--- src/design/mft_pkg.sv ---
// ----------------------------------------------------------------------------
// mft_pkg
// Shared types and constants of the Manchester frame transmitter: payload
// structs of both channels, configuration bundle, register indexes and resets.
// ----------------------------------------------------------------------------
package mft_pkg;

    localparam int unsigned CFG_DATA_W  = 16;
    localparam int unsigned CFG_INDEX_W = 2;
    localparam int unsigned CODE_W      = 32;

    // Register indexes of the configuration port
    localparam logic [CFG_INDEX_W-1:0] REG_HALF_BIT = 2'd0;
    localparam logic [CFG_INDEX_W-1:0] REG_HEADER   = 2'd1;
    localparam logic [CFG_INDEX_W-1:0] REG_GAP      = 2'd2;

    // Reset values of the configuration registers
    localparam logic [CFG_DATA_W-1:0] RST_HALF_BIT = 16'd3;
    localparam logic [CFG_DATA_W-1:0] RST_HEADER   = 16'd6;
    localparam logic [CFG_DATA_W-1:0] RST_GAP      = 16'd40;

    typedef struct packed {
        logic              command;
        logic [CODE_W-1:0] code_word;
    } mft_cmd_t;

    typedef struct packed {
        logic line_level;
        logic busy_res;
        logic rejected;
        logic frame_end;
    } mft_res_t;

    typedef struct packed {
        logic [CFG_DATA_W-1:0] half_bit_ticks;
        logic [CFG_DATA_W-1:0] header_ticks;
        logic [CFG_DATA_W-1:0] gap_ticks;
    } mft_cfg_t;

endpackage

--- src/design/mft_cfg_regs.sv ---
// ----------------------------------------------------------------------------
// mft_cfg_regs
// Configuration register file: three timing registers written by index.
// ----------------------------------------------------------------------------
module mft_cfg_regs
    import mft_pkg::*;
(
    input  logic                   clk,
    input  logic                   rst_n,
    input  logic                   wr_en,
    input  logic [CFG_INDEX_W-1:0] wr_index,
    input  logic [CFG_DATA_W-1:0]  wr_data,
    output mft_cfg_t               cfg
);

    mft_cfg_t cfg_reg;
    mft_cfg_t cfg_next;

    always_comb
    begin
        cfg_next = cfg_reg;
        if (wr_en)
        begin
            case (wr_index)
                REG_HALF_BIT: cfg_next.half_bit_ticks = wr_data;
                REG_HEADER:   cfg_next.header_ticks   = wr_data;
                REG_GAP:      cfg_next.gap_ticks      = wr_data;
                default:      cfg_next = cfg_reg; // unknown index: ignore
            endcase
        end
    end

    always_ff @(posedge clk or negedge rst_n)
    begin
        if (!rst_n)
        begin
            cfg_reg.half_bit_ticks <= RST_HALF_BIT;
            cfg_reg.header_ticks   <= RST_HEADER;
            cfg_reg.gap_ticks      <= RST_GAP;
        end
        else
        begin
            cfg_reg <= cfg_next;
        end
    end

    assign cfg = cfg_reg;

endmodule

--- src/design/mft_engine.sv ---
// ----------------------------------------------------------------------------
// mft_engine
// Frame sequencer: phase, shift word, bit and tick counters, advanced once
// per accepted transaction; produces the result of that transaction.
// ----------------------------------------------------------------------------
module mft_engine
    import mft_pkg::*;
#(
    parameter int unsigned WORD_BITS = 32
)
(
    input  logic     clk,
    input  logic     rst_n,
    input  logic     step,
    input  mft_cmd_t cmd,
    input  mft_cfg_t cfg,
    output mft_res_t res
);

    localparam int unsigned BCNT_W = $clog2(WORD_BITS + 1);
    localparam logic [BCNT_W-1:0] LAST_BIT = BCNT_W'(WORD_BITS);

    localparam logic [1:0] PH_IDLE   = 2'd0;
    localparam logic [1:0] PH_HEADER = 2'd1;
    localparam logic [1:0] PH_BITS   = 2'd2;
    localparam logic [1:0] PH_GAP    = 2'd3;

    logic [1:0]            phase_reg,       phase_next;
    logic [WORD_BITS-1:0]  shift_word_reg,  shift_word_next;
    logic [BCNT_W-1:0]     bits_sent_reg,   bits_sent_next;
    logic                  second_half_reg, second_half_next;
    logic [CFG_DATA_W-1:0] tick_count_reg,  tick_count_next;

    logic [63:0]           word_ext;
    logic [CFG_DATA_W-1:0] tick_dec;
    logic [BCNT_W-1:0]     bits_inc;
    logic                  rejected;
    logic                  frame_end;

    // A register holding zero still gives a one-tick segment
    function automatic logic [CFG_DATA_W-1:0] load_of(input logic [CFG_DATA_W-1:0] v);
        load_of = (v == '0) ? CFG_DATA_W'(1) : v;
    endfunction

    assign word_ext = 64'(cmd.code_word);
    assign tick_dec = tick_count_reg - CFG_DATA_W'(1);
    assign bits_inc = bits_sent_reg + BCNT_W'(1);

    always_comb
    begin
        phase_next       = phase_reg;
        shift_word_next  = shift_word_reg;
        bits_sent_next   = bits_sent_reg;
        second_half_next = second_half_reg;
        tick_count_next  = tick_count_reg;
        rejected         = 1'b0;
        frame_end        = 1'b0;

        if (cmd.command)
        begin
            if (phase_reg == PH_IDLE)
            begin
                shift_word_next  = word_ext[WORD_BITS-1:0];
                bits_sent_next   = '0;
                second_half_next = 1'b0;
                tick_count_next  = load_of(cfg.header_ticks);
                phase_next       = PH_HEADER;
            end
            else
            begin
                rejected = 1'b1;
            end
        end
        else if (phase_reg != PH_IDLE)
        begin
            tick_count_next = tick_dec;
            if (tick_dec == '0)
            begin
                case (phase_reg)
                    PH_HEADER:
                    begin
                        phase_next       = PH_BITS;
                        bits_sent_next   = '0;
                        second_half_next = 1'b0;
                        tick_count_next  = load_of(cfg.half_bit_ticks);
                    end
                    PH_BITS:
                    begin
                        if (!second_half_reg)
                        begin
                            second_half_next = 1'b1;
                            tick_count_next  = load_of(cfg.half_bit_ticks);
                        end
                        else
                        begin
                            second_half_next = 1'b0;
                            shift_word_next  = shift_word_reg << 1;
                            bits_sent_next   = bits_inc;
                            if (bits_inc >= LAST_BIT)
                            begin
                                phase_next      = PH_GAP;
                                tick_count_next = load_of(cfg.gap_ticks);
                            end
                            else
                            begin
                                tick_count_next = load_of(cfg.half_bit_ticks);
                            end
                        end
                    end
                    default: // gap over: free the block
                    begin
                        phase_next       = PH_IDLE;
                        bits_sent_next   = '0;
                        second_half_next = 1'b0;
                        frame_end        = 1'b1;
                    end
                endcase
            end
        end
    end

    always_comb
    begin
        res.rejected  = rejected;
        res.frame_end = frame_end;
        res.busy_res  = (phase_next != PH_IDLE);
        case (phase_next)
            PH_HEADER: res.line_level = 1'b1;
            PH_BITS:   res.line_level = shift_word_next[WORD_BITS-1] ^ second_half_next;
            default:   res.line_level = 1'b0;
        endcase
    end

    always_ff @(posedge clk or negedge rst_n)
    begin
        if (!rst_n)
        begin
            phase_reg       <= PH_IDLE;
            shift_word_reg  <= '0;
            bits_sent_reg   <= '0;
            second_half_reg <= 1'b0;
            tick_count_reg  <= '0;
        end
        else if (step)
        begin
            phase_reg       <= phase_next;
            shift_word_reg  <= shift_word_next;
            bits_sent_reg   <= bits_sent_next;
            second_half_reg <= second_half_next;
            tick_count_reg  <= tick_count_next;
        end
    end

    // A running segment never sits at zero ticks
    a_tick_nonzero: assert property (@(posedge clk) disable iff (!rst_n)
        (phase_reg != PH_IDLE) |-> (tick_count_reg != '0))
        else $error("segment running with zero ticks left");

    // Idle leaves the bit position cleared
    a_idle_clear: assert property (@(posedge clk) disable iff (!rst_n)
        (phase_reg == PH_IDLE) |-> (bits_sent_reg == '0 && !second_half_reg))
        else $error("bit position not cleared while idle");

    // The gap only follows the full word
    a_gap_full: assert property (@(posedge clk) disable iff (!rst_n)
        (phase_reg == PH_GAP) |-> (bits_sent_reg == LAST_BIT && !second_half_reg))
        else $error("gap entered before the last bit");

    // The bit counter never runs past the word
    a_bits_bound: assert property (@(posedge clk) disable iff (!rst_n)
        bits_sent_reg <= LAST_BIT)
        else $error("bit counter beyond word width");

endmodule

--- src/design/manchester_frame_transmitter.sv ---
// ----------------------------------------------------------------------------
// manchester_frame_transmitter
// Manchester-coded frame sender: header, MSB-first word and gap, paced by tick
// transactions, with a result register towards the consumer.
// ----------------------------------------------------------------------------
// Result: registered; valid in the cycle after its command transaction is taken.
// Throughput: one transaction per cycle unless a waiting result is not taken; the
// single result register is refilled in the same cycle that the consumer takes it.
// Reset: asynchronous, active low; clears the frame state to idle, empties the
// result register and loads the timing registers with 3, 6 and 40 ticks.
// ----------------------------------------------------------------------------
module manchester_frame_transmitter
    import mft_pkg::*;
#(
    parameter int unsigned WORD_BITS = 32
)
(
    input  logic                   clk,
    input  logic                   rst_n,
    // command channel
    input  logic                   cmd_valid,
    output logic                   cmd_ready,
    input  mft_cmd_t               cmd_data,
    // result channel
    output logic                   res_valid,
    input  logic                   res_ready,
    output mft_res_t               res_data,
    // configuration write port
    input  logic                   wr_en,
    input  logic [CFG_INDEX_W-1:0] wr_index,
    input  logic [CFG_DATA_W-1:0]  wr_data
);

    mft_cfg_t cfg;
    mft_res_t step_res;
    mft_res_t res_reg;
    logic     res_valid_reg;
    logic     res_valid_next;
    logic     step;

    // Take a new transaction whenever the result register is empty or is
    // being drained in this cycle; the engine advances only on a take.
    assign cmd_ready      = !res_valid_reg || res_ready;
    assign step           = cmd_valid && cmd_ready;
    assign res_valid_next = step || (res_valid_reg && !res_ready);

    mft_cfg_regs u_cfg
    (
        .clk      (clk),
        .rst_n    (rst_n),
        .wr_en    (wr_en),
        .wr_index (wr_index),
        .wr_data  (wr_data),
        .cfg      (cfg)
    );

    // Sequencer: every tick or send request yields exactly one result
    mft_engine #(
        .WORD_BITS (WORD_BITS)
    ) u_engine
    (
        .clk   (clk),
        .rst_n (rst_n),
        .step  (step),
        .cmd   (cmd_data),
        .cfg   (cfg),
        .res   (step_res)
    );

    // Result register: hold until taken, reload on each new transaction
    always_ff @(posedge clk or negedge rst_n)
    begin
        if (!rst_n)
        begin
            res_valid_reg <= 1'b0;
        end
        else
        begin
            res_valid_reg <= res_valid_next;
        end
    end

    always_ff @(posedge clk)
    begin
        if (step)
        begin
            res_reg <= step_res;
        end
    end

    assign res_valid = res_valid_reg;
    assign res_data  = res_reg;

    // Every taken command leaves a result waiting in the next cycle
    a_step_result: assert property (@(posedge clk) disable iff (!rst_n)
        step |=> res_valid_reg)
        else $error("command taken without a result");

    // A dropped send request never coincides with the end of a frame
    a_reject_excl: assert property (@(posedge clk) disable iff (!rst_n)
        (res_valid_reg && res_reg.rejected) |-> (!res_reg.frame_end && res_reg.busy_res))
        else $error("rejected result marks frame end or idle");

    // Frame end reports the line free and low
    a_end_idle: assert property (@(posedge clk) disable iff (!rst_n)
        (res_valid_reg && res_reg.frame_end) |-> (!res_reg.busy_res && !res_reg.line_level))
        else $error("frame end while line still busy");

endmodule

--- config.mk ---
export PLATFORM = sky130hd
export DESIGN_NAME = manchester_frame_transmitter
export DESIGN_NICKNAME = d
export VERILOG_FILES = /design/src/design/mft_pkg.sv /design/src/design/mft_cfg_regs.sv /design/src/design/mft_engine.sv /design/src/design/manchester_frame_transmitter.sv
export SDC_FILE = /design/constraint.sdc
export NUM_CORES = 1
export LEC_CHECK = 0
export BUFFER_PORTS_ARGS = -buffer_cell sky130_fd_sc_hd__buf_2
export CELL_PAD_IN_SITES_DETAIL_PLACEMENT = 0
export CELL_PAD_IN_SITES_GLOBAL_PLACEMENT = 1
export CORE_MARGIN = 1
export CORE_UTILIZATION = 47
export CTS_BUF_LIST = sky130_fd_sc_hd__clkbuf_4 sky130_fd_sc_hd__clkbuf_8 sky130_fd_sc_hd__clkbuf_16
export DETAILED_ROUTE_END_ITERATION = 16
export GPL_ROUTABILITY_DRIVEN = 1
export PLACE_DENSITY_LB_ADDON = 0.08
export SYNTH_ARGS = -nofsm -noshare
export SYNTH_HDL_FRONTEND = slang
export SYNTH_SLANG_ARGS = --single-unit
--- constraint.sdc ---
create_clock -name clk -period 4.4 [get_ports clk]
set_input_delay 0.44 -clock clk [delete_from_list [all_inputs] [get_ports clk]]
set_output_delay 0.44 -clock clk [all_outputs]
set_load 0.02 [all_outputs]
==> results of run 1 <==
## stage by stage
step / util (%) / power, mW / hold WS [ps] / cell area [µm²] / instances
after floorplan: - / 2.38 / 144 / 5800 / 550
after global placement: 51.9 / 2.66 / 503 / 6230 / 736
after detailed placement: 51.9 / 2.69 / 513 / 6230 / 736
after CTS: 54.4 / 3.55 / 257 / 6540 / 752
after global routing: 54.4 / 3.76 / 286 / 6540 / 752
final: 54.4 / 3.53 / 200 / 6540 / 752
## area by class of cell
cell class	instances	area, µm²	area share (%)
multi-input combinational	397	2850	43.6
sequential	110	2780	42.5
timing repair buffer	69	368	5.63
clock buffer	11	240	3.67
tap	147	184	2.81
clock inverter	5	63.8	0.976
inverter	13	48.8	0.746
## cells by family after synthesis
| group | synth area share (%) |
|---|---|
| AO/OA/AOI/OAI | 22.3 |
| XOR/XNOR | 0.453 |
| adder cells (fa/ha/maj) | 2.37 |
| buffers and inverters | 3.04 |
| flip-flops | 48.0 |
| multiplexers | 10.4 |
| AND/OR/NAND/NOR | 13.4 |
## final timing paths
check	to	slack [ps]	cells past startpoint
max	res_data[3]	510	14
min	u_engine.tick_count_reg[15]	200	1
max reg2reg	res_data[3]	510	14
min reg2reg	u_engine.bits_sent_reg[3]	520	1
max in group asynchronous	u_engine.shift_word_reg[21]	3240	2
min in group clk	res_valid	320	2
## power by group
group	total, mW	internal, mW	switching (mW)
Clock	0.848	0.462	0.386
Sequential	1.59	1.32	0.265
Combinational	1.09	0.478	0.616
Total	3.53	2.26	1.27
## synth_stat cells, types with 3 or more instances
master,n,area [µm²]
sky130_fd_sc_hd__o2111ai_1,4,35.0
sky130_fd_sc_hd__o221a_2,7,78.8
sky130_fd_sc_hd__dfrtp_1,100,2500
sky130_fd_sc_hd__ha_1,11,138
sky130_fd_sc_hd__o221a_1,3,33.8
sky130_fd_sc_hd__nand3_1,13,65.1
sky130_fd_sc_hd__nor4_1,13,81.3
sky130_fd_sc_hd__mux2i_1,3,30.0
sky130_fd_sc_hd__a211oi_1,3,22.5
sky130_fd_sc_hd__buf_2,9,45.0
sky130_fd_sc_hd__o21ai_0,16,80.1
sky130_fd_sc_hd__a22oi_1,45,338
sky130_fd_sc_hd__clkbuf_1,20,75.1
sky130_fd_sc_hd__dfstp_2,6,158
sky130_fd_sc_hd__nand4_1,4,25.0
sky130_fd_sc_hd__nand2_1,27,101
sky130_fd_sc_hd__a21oi_1,45,225
sky130_fd_sc_hd__nand2b_1,5,31.3
sky130_fd_sc_hd__and2_1,3,18.8
sky130_fd_sc_hd__o211ai_1,8,60.1
sky130_fd_sc_hd__mux2_2,51,574
sky130_fd_sc_hd__and3_1,3,18.8
sky130_fd_sc_hd__nor2_1,52,195
sky130_fd_sc_hd__a211o_1,3,26.3
sky130_fd_sc_hd__nor2b_1,4,25.0
sky130_fd_sc_hd__o21ai_1,8,40.0
sky130_fd_sc_hd__nor3b_1,3,22.5
sky130_fd_sc_hd__nor3_1,9,45.0
sky130_fd_sc_hd__o21a_1,3,22.5
sky130_fd_sc_hd__a21boi_1,3,22.5
sky130_fd_sc_hd__edfxtp_1,4,120
sky130_fd_sc_hd__a22o_1,4,35.0
sky130_fd_sc_hd__inv_1,13,48.8
## worst max-delay path: stages, from the launching register on
cell	delay, ps
sky130_fd_sc_hd__dfrtp_1	450
sky130_fd_sc_hd__inv_1	140
sky130_fd_sc_hd__ha_1	340
sky130_fd_sc_hd__nor3b_1	410
sky130_fd_sc_hd__nand4b_1	180
sky130_fd_sc_hd__a21o_2	280
sky130_fd_sc_hd__a2111oi_4	290
sky130_fd_sc_hd__buf_4	210
sky130_fd_sc_hd__and2_0	350
sky130_fd_sc_hd__a21boi_1	140
sky130_fd_sc_hd__o21a_1	210
sky130_fd_sc_hd__ha_1	290
sky130_fd_sc_hd__and2_1	170
sky130_fd_sc_hd__nand3_1	80
sky130_fd_sc_hd__o211ai_1	80
## routing by layer
metal  global-route usage (%)  vias to the layer above  wire length (µm)
li1                         -                     2175                 -
met1                     31.8                     2209              6390
met2                     36.1                      118              6360
met3                     5.57                       19               714
met4                     8.51                        0               272
met5                        0                        -                 0
==> flow_results.org, run 1 <==
** Final layout
- The register with the most flip-flops in the layout has 48 of them.
- The post-route netlist has ~28% of its cells at a drive strength greater than 1.
- Most frequent cells in the layout :: 100 x sky130_fd_sc_hd__dfrtp_1, 60 x sky130_fd_sc_hd__buf_2, 51 x sky130_fd_sc_hd__nor2_1, 51 x sky130_fd_sc_hd__mux2_2
- Counting the fill cells in the layout gives about 1.1k.
- Leaving out fill and tap cells, the most frequent cell in the layout is sky130_fd_sc_hd__dfrtp_1.
- # nets final :: 667
- The repair_antennas step left the layout with diodes totalling 0.
- Compared with the post-synthesis result, the final layout area differs by 12.8%.

** Synth
- The number of nets handed over by synthesis was 617.
- Cell area after synthesis :: 5800 µm²
- For this run, asynchronously set or reset flops after synthesis account for 96.4%.
- Among all flip-flop cells after synthesis, the most frequent one is sky130_fd_sc_hd__dfrtp_1.
- Mean post-synth cell area :: 10.5 µm²
- Counting every instance in the synthesized netlist gives 550.
- Yosys warning total :: 0
- Post-synthesis sequential element count :: 110
- After synthesis, flip-flops and latches occupy 48.0% of the total area.
- Post-synthesis cell type count :: 66
- Number of enable flip-flop cells after synthesis :: 4

** Setup path
- Critical-path maximum fanout :: 8
- RR Startpoint :: u_engine.tick_count_reg[1]
- The critical path starts at u_engine.tick_count_reg[1].
- The worst setup path is launched from a flip-flop.
- The critical path in this run is classified as reg2reg.
- CP endpoint kind :: flip-flop
- Required time at the worst-slack endpoint :: 4500 ps
- Worst path arrival time :: 3990 ps

** Clock network
- In this run the number of H-tree levels came out at 3.
- TritonCTS built the clock tree.
- After clock tree synthesis, the clock-pin slew on the worst setup and hold paths is 80 ps.
- The root buffer cell chosen for the clock tree is sky130_fd_sc_hd__clkbuf_16.
- For this design, the CTS-stage hold fixing added 0 buffers.
- Maximum clock path buffer count :: 2
- Buffers added to address setup during post-CTS repair amount to 0.
- Counting the buffers created by CTS gives 9.
- In this run, post-CTS repair resized a total of 0 instances.
- The clock net in this run drives a total of 110 sinks.
- Clock Latency Late Sink :: around 360 ps

** Placement
- Minimum setup slack after placement :: 545 ps
- Estimated wirelength of the detail-placed design :: 9910 µm
- Routability-driven placement finished with a final weighted congestion of 0.886.
- IO Port Bufs :: ~60

** Floorplan
- Std-Cell Rows :: 40
- Top-level I/O count :: 62
- For this configuration, the core starts out at a cell density of 48.2%.
- The die is about 110 µm tall.
- After floorplanning, the core was sized to cover around 12000 µm².
- The die is approximately 110 µm wide.
- Area enclosed by the die boundary :: 12800 µm²

** STA
- The smallest clock period supported by the final layout is computed as 3890 ps.
- Worst clock skew :: 9.64 ps
- Number of failing hold endpoints at the final stage :: 0
- Setup total negative slack on the finished layout was measured at 0 ps.
- Timing would allow up to 257 MHz.
- In this run the tightest slew margin relative to its limit is 36.6%.
- Setup violations remaining at the end of the flow were counted as 0.
- The final critical path takes up 88.3% of the cycle.
- Slew @ Worst Pin :: approximately 950 ps
- The max-slew violation count came to 0.
- In the post-route analysis, the smallest setup slack over all paths is 514 ps.
- Setup repair after global routing missed its margin :: false

** Power and ir drop
- The worst-case IR drop observed on VDD is 333 µV.
- Static Leak :: 2.64 nW
- Power spread over the standard cell area amounts to 540 nW/µm².

** Global routing
- Largest net degree at the start of global routing :: 76
- The total overflow left after global routing is 0.
- For this run, the total global-route usage over all layers was measured as 23.3%.
- The via count of the first global-routing pass came to between 4k and 5k.
- The number of antenna violations at the first check in global routing was 0.
- The first global-routing pass estimated 22800 µm of wire.

** Route
- After the first detailed-routing iteration, the DRC count stood at about 280.
- Via density per instance :: 6.01
- Vias post-DR :: 4521
- The first TritonRoute pass finished after 5 iterations.
- Dividing the detail-routed wire length by the instance count gives 18.3 µm.
- In this run the remaining antenna-violating nets after routing total 0.
- Number of remaining DRC errors :: 0
- Final WL :: 13700 µm

** Run
- Max Cap Violations :: 0

** Worst hold path
- Kind of path behind the tightest hold check :: in2async

** Run status
- Result of the run :: finished, final reports clean
Note: power is estimated with default switching activity, not from simulation.
==> run 2: changes to the inputs <==
Settings changed: MAX_ROUTING_LAYER from default to met4.
==> run 2 against run 1 <==
Compared with the run above: setup slack improved by 8.9 ps; flip-flop and latch count did not move; cell count did not move; global-route usage rose by 0.75 points; combinational power barely moved; largest cell class unchanged; largest power group unchanged.
==> flow_results.org, run 2 (same netlist as run 1, synthesis figures left out) <==
** Route
- Final WL :: 13800 µm (was 13700 µm)
- The iteration-0 DRC count of the detailed router is 263 (was 281).
- The total number of vias came to 4541 (was 4521).
- The number of antenna-violating nets in the routed design came to 0 (unchanged).
- Number of remaining DRC errors :: 0 (unchanged)
- Via density per instance :: 6.04 (was 6.01)
- The number of detailed-routing iterations run before antenna repair is 4 (was 5).
- Routed wire per std cell :: 18.4 µm (was 18.3 µm)

** Run
- Max Cap Violations :: 0 (unchanged)

** Power and ir drop
- Largest vdd supply drop :: 332 µV (was 333 µV)
- The reported leakage power came to 2.64 nW (unchanged).
- P per Cell Area :: 541 nW/µm² (was 540 nW/µm²)
- The total power came to 3.54 mW (was 3.53 mW).

** Setup path
- Required time at the worst-slack endpoint :: 4500 ps (about the same)
- The reg-to-reg setup timing slack is 520 ps (was 510 ps).
- The data arrival time of the critical path is 3980 ps (was 3990 ps).
- Critical-path maximum fanout :: 8 (unchanged)
- The delay of the slowest cell on the worst path was 450 ps (about the same).
- Chain of cells forming the critical path: inv_1 -> ha_1 -> nor3b_1 -> nand4b_1 -> a21o_2 -> a2111oi_4 -> buf_4 -> and2_0 -> a21boi_1 -> o21a_1 -> ha_1 -> and2_1 -> nand3_1 -> o211ai_1 (unchanged).
- CP Class :: reg2reg (unchanged)
- The library cell contributing the largest single delay on the critical path is sky130_fd_sc_hd__dfrtp_1 (unchanged).
- The category of the worst setup path launch point is a flip-flop (unchanged).
- The critical path endpoint category is a flip-flop (unchanged).
- The most prevalent standard cell on the critical path is sky130_fd_sc_hd__ha_1 (unchanged).

** Final layout
- The number of nets in the final layout came to 667 (unchanged).
- Most frequent cells in the layout :: 100 x sky130_fd_sc_hd__dfrtp_1, 60 x sky130_fd_sc_hd__buf_2, 51 x sky130_fd_sc_hd__nor2_1, 51 x sky130_fd_sc_hd__mux2_2 (unchanged)
- The non-filler instance count after layout was 752 (unchanged).
- Fill cell instance count of the final layout :: 1105 (unchanged)
- The final core utilization came to 54.4% (unchanged).
- Fraction of final layout cells sized beyond drive strength 1 :: 27.9% (unchanged)
- The number of flip-flops in the largest register came to 48 (unchanged).
- Antenna diodes :: 0 (unchanged)
- Syn-to-layout area delta :: 12.8% (unchanged)
- The final non-filler cell area came to 6540 µm² (unchanged).
- Most frequent standard cell in the layout excluding fill and tap cells :: sky130_fd_sc_hd__dfrtp_1 (unchanged)

** Global routing
- The global-route total usage across every layer came to 24.0% (was 23.3%).
- The global-route wire length before repair came to 22800 µm (about the same).
- Largest net degree at the start of global routing :: 76 (unchanged)
- Number of antenna violations at the first check in global routing :: 0 (unchanged)
- The via count of the first global-routing pass came to 4425 (was 4437).
- The global-route congestion overflow total came to 0 (unchanged).

** Floorplan
- Die Y :: 113 µm (unchanged)
- Starting density of the core :: 48.2% (unchanged)
- Area enclosed by the die boundary :: 12800 µm² (unchanged)
- Top-level I/O count :: 62 (unchanged)
- The width of the die came to 113 µm (unchanged).
- Core area :: 12000 µm² (unchanged)
- Std-Cell Rows :: 40 (unchanged)

** STA
- The setup TNS is 0 ps (unchanged).
- Worst Slack Setup Final :: 522 ps (was 514 ps)
- The worst-case headroom to the max-slew limit is 36.1% (was 36.6%).
- The maximum clock rate was 258 MHz (was 257 MHz).
- Number of failing setup endpoints in the final timing report :: 0 (unchanged)
- Share of the cycle needed by the critical path after routing :: 88.1% (was 88.3%)
- Number of pins exceeding their max-slew limit in the final report :: 0 (unchanged)
- Final min period :: 3880 ps (was 3890 ps)
- The worst slack on hold paths came to 199 ps (was 200 ps).
- The final setup skew is 10.6 ps (was 9.64 ps).
- The number of endpoints with negative hold slack in the final report was 0 (unchanged).
- Setup repair after global routing missed its margin: false (unchanged).
- The pin slew with the least headroom to its limit was 958 ps (was 951 ps).

** Clock network
- Maximum clock path buffer count :: 2 (unchanged)
- Post-CTS Hold Buffers :: 0 (unchanged)
- The clock edge transition at the registers on the reported setup and hold paths came to 80 ps (about the same).
- CTS buffer count :: 9 (unchanged)
- The root buffer cell is sky130_fd_sc_hd__clkbuf_16 (unchanged).
- Post-CTS Setup Bufs :: 0 (unchanged)
- Clock Latency Late Sink :: 360 ps (about the same)
- Clock H-tree levels :: 3 (unchanged)
- The clock tree from TritonCTS was done (unchanged).
- The number of gates given a new drive strength after cts is 0 (unchanged).
- Clock sink count :: 110 (unchanged)

** Placement
- Cell count after placement :: 736 (unchanged)
- The post-DP HPWL was 9910 µm (unchanged).
- The count of input and output buffers was 61 (unchanged).
- The routability congestion estimate from global placement came to 0.901 (was 0.886).
- The worst slack after detailed placement is 545 ps (unchanged).
- The standard cell area after detailed placement came to 6230 µm² (unchanged).

** Run status
- Result of the run: finished, final reports clean (unchanged).

** Worst hold path
- Kind of path behind the tightest hold check :: in2async (unchanged)
-- run 2: cell counts in the layout (fill, tap and decap cells not counted) --
Identical to the previous run, type by type.
-- run 2: path summary, 6_finish.rpt --
path / cells past startpoint / startpoint / end
min: 1 / rst_n / u_engine.tick_count_reg[15]
max in group asynchronous: 2 / rst_n / u_engine.shift_word_reg[21]
min reg2reg: 1 / u_engine.bits_sent_reg[3] / u_engine.bits_sent_reg[3]
max reg2reg: 14 / u_engine.tick_count_reg[1] / res_data[3]
min in group clk: 2 / cmd_valid / res_valid
max: 14 / u_engine.tick_count_reg[1] / res_data[3]
-- run 2: layer usage --
layer / track usage (%) / routed length (µm)
met5: - / 0
met1: 31.8 / 6470
met3: 5.84 / 665
met2: 36.2 / 6390
met4: 8.25 / 276
-- run 2: power by group --
part	switching [mW]	internal, mW
sequential	0.265	1.32
clock	0.390	0.462
combinational	0.618	0.478
total	1.27	2.26
-- run 2: area by class of cell --
class | count | area [µm²] | share of cell area (%)
flip-flops and latches | 110 | 2780 | 42.5
multi-input cells | 397 | 2850 | 43.6
inverters | 13 | 48.8 | 0.746
well taps | 147 | 184 | 2.81
repair buffers | 69 | 368 | 5.63
clock buffers | 11 | 240 | 3.67
clock inverters | 5 | 63.8 | 0.976
-- run 2: worst max-delay path, delay by kind of cell (launching register included) --
kind / cells / cell delay (ps)
simple gates: 5 / 1180
compound gates: 5 / 1000
fa+ha+maj: 2 / 630
flops: 1 / 450
buf+inv: 2 / 350
==> run 3: changes to the inputs <==
Settings changed: RECOVER_POWER from default to 50, SYNTH_HIERARCHICAL from default to 1.
==> run 3 against run 2 <==
Compared with the run above: the run now ends with max-capacitance violations, max-slew violations left; flip-flop and latch count unchanged; register-to-register slack worse by 180 ps; non-clock buffer count up 3; die area up 6.6%.
==> flow_results.org, run 3 <==
** Placement
- The standard cell area after detailed placement came to 6550 µm² (was 6230 µm²).
- The count of input and output buffers is 61 (unchanged).
- The post-DP HPWL is 10100 µm (was 9910 µm).
- The routability congestion estimate from global placement is 0.810 (was 0.901).

** Synth
- Cell area after synthesis :: 6180 µm² (was 5800 µm²)
- Top post-synthesis cells by count: 100 x sky130_fd_sc_hd__dfrtp_1, 63 x sky130_fd_sc_hd__nor2_1, 50 x sky130_fd_sc_hd__mux2_2, 41 x sky130_fd_sc_hd__a22oi_1, 29 x sky130_fd_sc_hd__a21oi_2 (was 100 x sky130_fd_sc_hd__dfrtp_1, 52 x sky130_fd_sc_hd__nor2_1, 51 x sky130_fd_sc_hd__mux2_2, 45 x sky130_fd_sc_hd__a21oi_1, 45 x sky130_fd_sc_hd__a22oi_1).
- The most common cell in the synthesized netlist is sky130_fd_sc_hd__dfrtp_1 (unchanged).
- Post-synthesis sequential element count :: 110 (unchanged)
- Number of enable flip-flop cells after synthesis :: 4 (unchanged)
- The share of the synthesized area in the top cell type came to 40.5% (was 43.2%).
- The proportion of register bits with asynchronous set or reset after synthesis was 96.4% (unchanged).
- The synthesized netlist net count is 644 (was 617).
- The share of the yosys chip area belonging to registers was 45.0% (was 48.0%).
- Number of standard cells after synthesis :: 576 (was 550)
- Post-synthesis cell type count :: 78 (was 66)
- Top post-synthesis cells by area: sky130_fd_sc_hd__dfrtp_1 40%, sky130_fd_sc_hd__mux2_2 9.1%, sky130_fd_sc_hd__a22oi_1 5.0%, sky130_fd_sc_hd__a21oi_2 4.1%, sky130_fd_sc_hd__nor2_1 3.8% (was sky130_fd_sc_hd__dfrtp_1 43%, sky130_fd_sc_hd__mux2_2 9.9%, sky130_fd_sc_hd__a22oi_1 5.8%, sky130_fd_sc_hd__a21oi_1 3.9%, sky130_fd_sc_hd__nor2_1 3.4%).
- Main flop type after synthesis :: sky130_fd_sc_hd__dfrtp_1 (unchanged)
- Mean post-synth cell area :: 10.7 µm² (was 10.5 µm²)
- The warning count from the yosys run was 6 (was 0).
- The library cell occupying the most area in the post-synthesis netlist is sky130_fd_sc_hd__dfrtp_1 (unchanged).

** Setup path
- The length in cells of the worst reg-to-reg path came to 13 (was 14).
- Worst setup path endpoint :: res_data[3] (unchanged)
- Logic depth of the worst path, buffers included :: 13 (was 14)
- The top fanout value on the critical path came to 10 (was 8).
- The critical path endpoint category is a flip-flop (unchanged).
- Buffers plus inverters on the worst setup path :: 1 (was 2)
- The family with the most delay on the worst path is simple AND/OR/NAND/NOR gates (unchanged).
- The data arrival time of the critical path came to 4160 ps (was 3980 ps).
- Chain of cells forming the critical path: inv_1 -> ha_1 -> nor2_1 -> a32oi_1 -> or4_4 -> a2111o_1 -> nor3_1 -> mux2_2 -> a2bb2oi_1 -> ha_1 -> and4_1 -> mux2i_1 -> nand2_1 (was inv_1 -> ha_1 -> nor3b_1 -> nand4b_1 -> a21o_2 -> a2111oi_4 -> buf_4 -> and2_0 -> a21boi_1 -> o21a_1 -> ha_1 -> and2_1 -> nand3_1 -> o211ai_1).
- The startpoint of the worst register-to-register path was u_engine/tick_count_reg[1] (was u_engine.tick_count_reg[1]).
- The most prevalent standard cell on the critical path is sky130_fd_sc_hd__ha_1 (unchanged).
- The type of the setup path with the least slack is reg2reg (unchanged).
- The destination of the worst register-to-register timing path is res_data[3] (unchanged).
- The required time reported for the critical path endpoint was 4500 ps (about the same).
- The library cell contributing the largest single delay on the critical path was sky130_fd_sc_hd__or4_4 (was sky130_fd_sc_hd__dfrtp_1).
- Kind of launch point of the worst setup path :: flip-flop (unchanged)
- The delay of the slowest cell on the worst path came to 520 ps (was 450 ps).
- The launch point of the critical path was u_engine/tick_count_reg[1] (was u_engine.tick_count_reg[1]).
- The reg-to-reg setup timing slack came to 340 ps (was 520 ps).

** Clock network
- The clock net sink count was 110 (unchanged).
- The clock tree from TritonCTS is done (unchanged).
- The number of setup buffers added after CTS came to 0 (unchanged).
- Clock Latency Late Sink :: 350 ps (was 360 ps)
- Maximum clock path buffer count :: 2 (unchanged)
- Clock H-tree levels :: 3 (unchanged)
- The number of buffers inserted for hold repair after clock tree synthesis was 0 (unchanged).
- CTS buffer count :: 9 (unchanged)
- Post-cts sizing count :: 0 (unchanged)
- The clock edge transition at the registers on the reported setup and hold paths came to 80 ps (about the same).
- Root buffer selected by CTS :: sky130_fd_sc_hd__clkbuf_16 (unchanged)

** Floorplan
- Die X-Extent :: 117 µm (was 113 µm)
- The number of rows created at floorplan was 41 (was 40).
- The boundary pin count was 62 (unchanged).
- The vertical die dimension is 117 µm (was 113 µm).
- Core area :: 12700 µm² (was 12000 µm²)
- Area enclosed by the die boundary :: 13600 µm² (was 12800 µm²)
- Starting density of the core :: 48.6% (was 48.2%)

** Power and ir drop
- The worst supply voltage drop on vdd was 218 µV (was 332 µV).
- The reported leakage power came to 2.69 nW (was 2.64 nW).
- P per Cell Area :: 506 nW/µm² (was 541 nW/µm²)

** Global routing
- Number of antenna violations at the first check in global routing :: 0 (unchanged)
- Global-route usage over all layers :: 23.5% (was 24.0%)
- Wire length of the first global-routing pass :: 23700 µm (was 22800 µm)
- Largest net degree at the start of global routing :: 72 (was 76)
- The via count of the first global-routing pass came to 4524 (was 4425).
- Overflow left after global routing :: 0 (unchanged)

** Worst hold path
- The worst hold-check path type is in2reg (was in2async).
- In this run the most critical hold path is launched from cmd_valid.

** Route
- DRT antenna net count :: 0 (unchanged)
- The number of vias per cell after detailed routing is 5.80 (was 6.04).
- The iteration-0 DRC count of the detailed router was 286 (was 263).
- The total number of vias came to 4610 (was 4541).
- First drt pass iteration count :: 5 (was 4)
- Number of remaining DRC errors :: 0 (unchanged)
- Routed wire per std cell :: 18.0 µm (was 18.4 µm)
- The total length of routed wires is 14300 µm (was 13800 µm).

** Final layout
- The share of final-layout standard cells stronger than drive strength 1 came to 30.7% (was 27.9%).
- Most frequent cells in the layout: 100 x sky130_fd_sc_hd__dfrtp_1, 62 x sky130_fd_sc_hd__nor2_1, 54 x sky130_fd_sc_hd__buf_2 (was 100 x sky130_fd_sc_hd__dfrtp_1, 60 x sky130_fd_sc_hd__buf_2, 51 x sky130_fd_sc_hd__nor2_1, 51 x sky130_fd_sc_hd__mux2_2).
- Largest register FFs :: 48 (unchanged)
- The number of nets in the final layout came to 686 (was 667).
- Antenna diodes :: 0 (unchanged)
- Syn-to-layout area delta :: 10.5% (was 12.8%)
- The leading cell type in the layout, fill and taps excluded is sky130_fd_sc_hd__dfrtp_1 (unchanged).
- The final non-filler cell area was 6830 µm² (was 6540 µm²).

** STA
- The number of endpoints with negative hold slack in the final report came to 0 (unchanged).
- The max-slew violation count came to 109 (was 0).
- The final critical-path share of the clock period is 92.2% (was 88.1%).
- Setup repair after global routing missed its margin: false (unchanged).
- Worst clock skew :: 6.77 ps (was 10.6 ps)
- The pin slew with the least headroom to its limit was 1880 ps (was 958 ps).
- The maximum clock rate came to 247 MHz (was 258 MHz).
- Relative max-transition margin :: -25.6% (was 36.1%)
- The final critical-path required period is 4060 ps (was 3880 ps).
- Number of failing setup endpoints in the final timing report :: 0 (unchanged)
- The setup TNS came to 0 ps (unchanged).

** Run
- The number of maximum-capacitance violations is 2 (was 0).

** Run status
- Result of the run: finished, violations left (was finished, final reports clean).
- Violated checks :: max-capacitance violations, max-slew violations
==> run 3: routing by layer <==
metal	vias to the layer above	track usage, %	share of wire [%]
li1	2238	-	-
met1	2267	33.7	49
met2	91	34.4	46
met3	14	3.32	3.8
met4	0	7.17	1.4
met5	-	-	0
==> run 3: layout make-up <==
type / instances / area, µm²
tap: 172 / 215
multi-input combinational: 411 / 3090
inverter: 14 / 52.6
clock inverter: 7 / 81.3
clock buffer: 9 / 225
fill: 1207 / 5890
sequential: 110 / 2780
timing repair buffer: 72 / 389
==> run 3: logic make-up (layout without fill, tap and decap cells) <==
group	after synthesis	after routing	synth area share [%]
and+or+nand+nor	166	166	15.7
AOI/OAI and AO/OA	163	163	20.0
DFF	110	110	45.0
muxes	56	56	10.1
buffers and inverters	55	102	4.92
xor gates and xnor gates	14	14	1.98
adders and majority gates	12	12	2.43
==> run 3: worst register-to-register path, cell delays in order, from the launching register on <==
cell                        delay [ps]
sky130_fd_sc_hd__dfrtp_1           510
sky130_fd_sc_hd__inv_1             140
sky130_fd_sc_hd__ha_1              280
sky130_fd_sc_hd__nor2_1            190
sky130_fd_sc_hd__a32oi_1           140
sky130_fd_sc_hd__or4_4             520
sky130_fd_sc_hd__a2111o_1          420
sky130_fd_sc_hd__nor3_1            270
sky130_fd_sc_hd__mux2_2            370
sky130_fd_sc_hd__a2bb2oi_1         320
sky130_fd_sc_hd__ha_1              320
sky130_fd_sc_hd__and4_1            160
sky130_fd_sc_hd__mux2i_1           120
sky130_fd_sc_hd__nand2_1            60
==> run 3: per-stage QoR <==
step	hold WS, ps	std cells	total power [mW]	worst slack [ps]	util (%)
4_1_cts	259	795	3.49	346	53.9
6_report	297	795	3.46	345	53.7
3_5_place_dp	496	779	2.64	351	51.5
5_1_grt	304	795	3.68	77.2	53.7
3_3_place_gp	489	779	2.60	460	51.5
2_1_floorplan	144	576	2.36	649	-
==> run 3: how the worst min path moves through the flow <==
stage                                 end  slack [ps]  cells past startpoint
3_5_place_dp    u_engine/bits_sent_reg[5]         500                      2
3_3_place_gp    u_engine/bits_sent_reg[5]         490                      2
5_1_grt                         res_valid         300                      2
2_1_floorplan                   res_valid         140                      0
4_1_cts        u_engine/tick_count_reg[3]         260                      1
6_report                        res_valid         300                      2
==> run 3: power by group <==
part,switching (mW),internal (mW)
combinational,0.549,0.456
clock,0.381,0.450
sequential,0.316,1.30
total,1.25,2.21
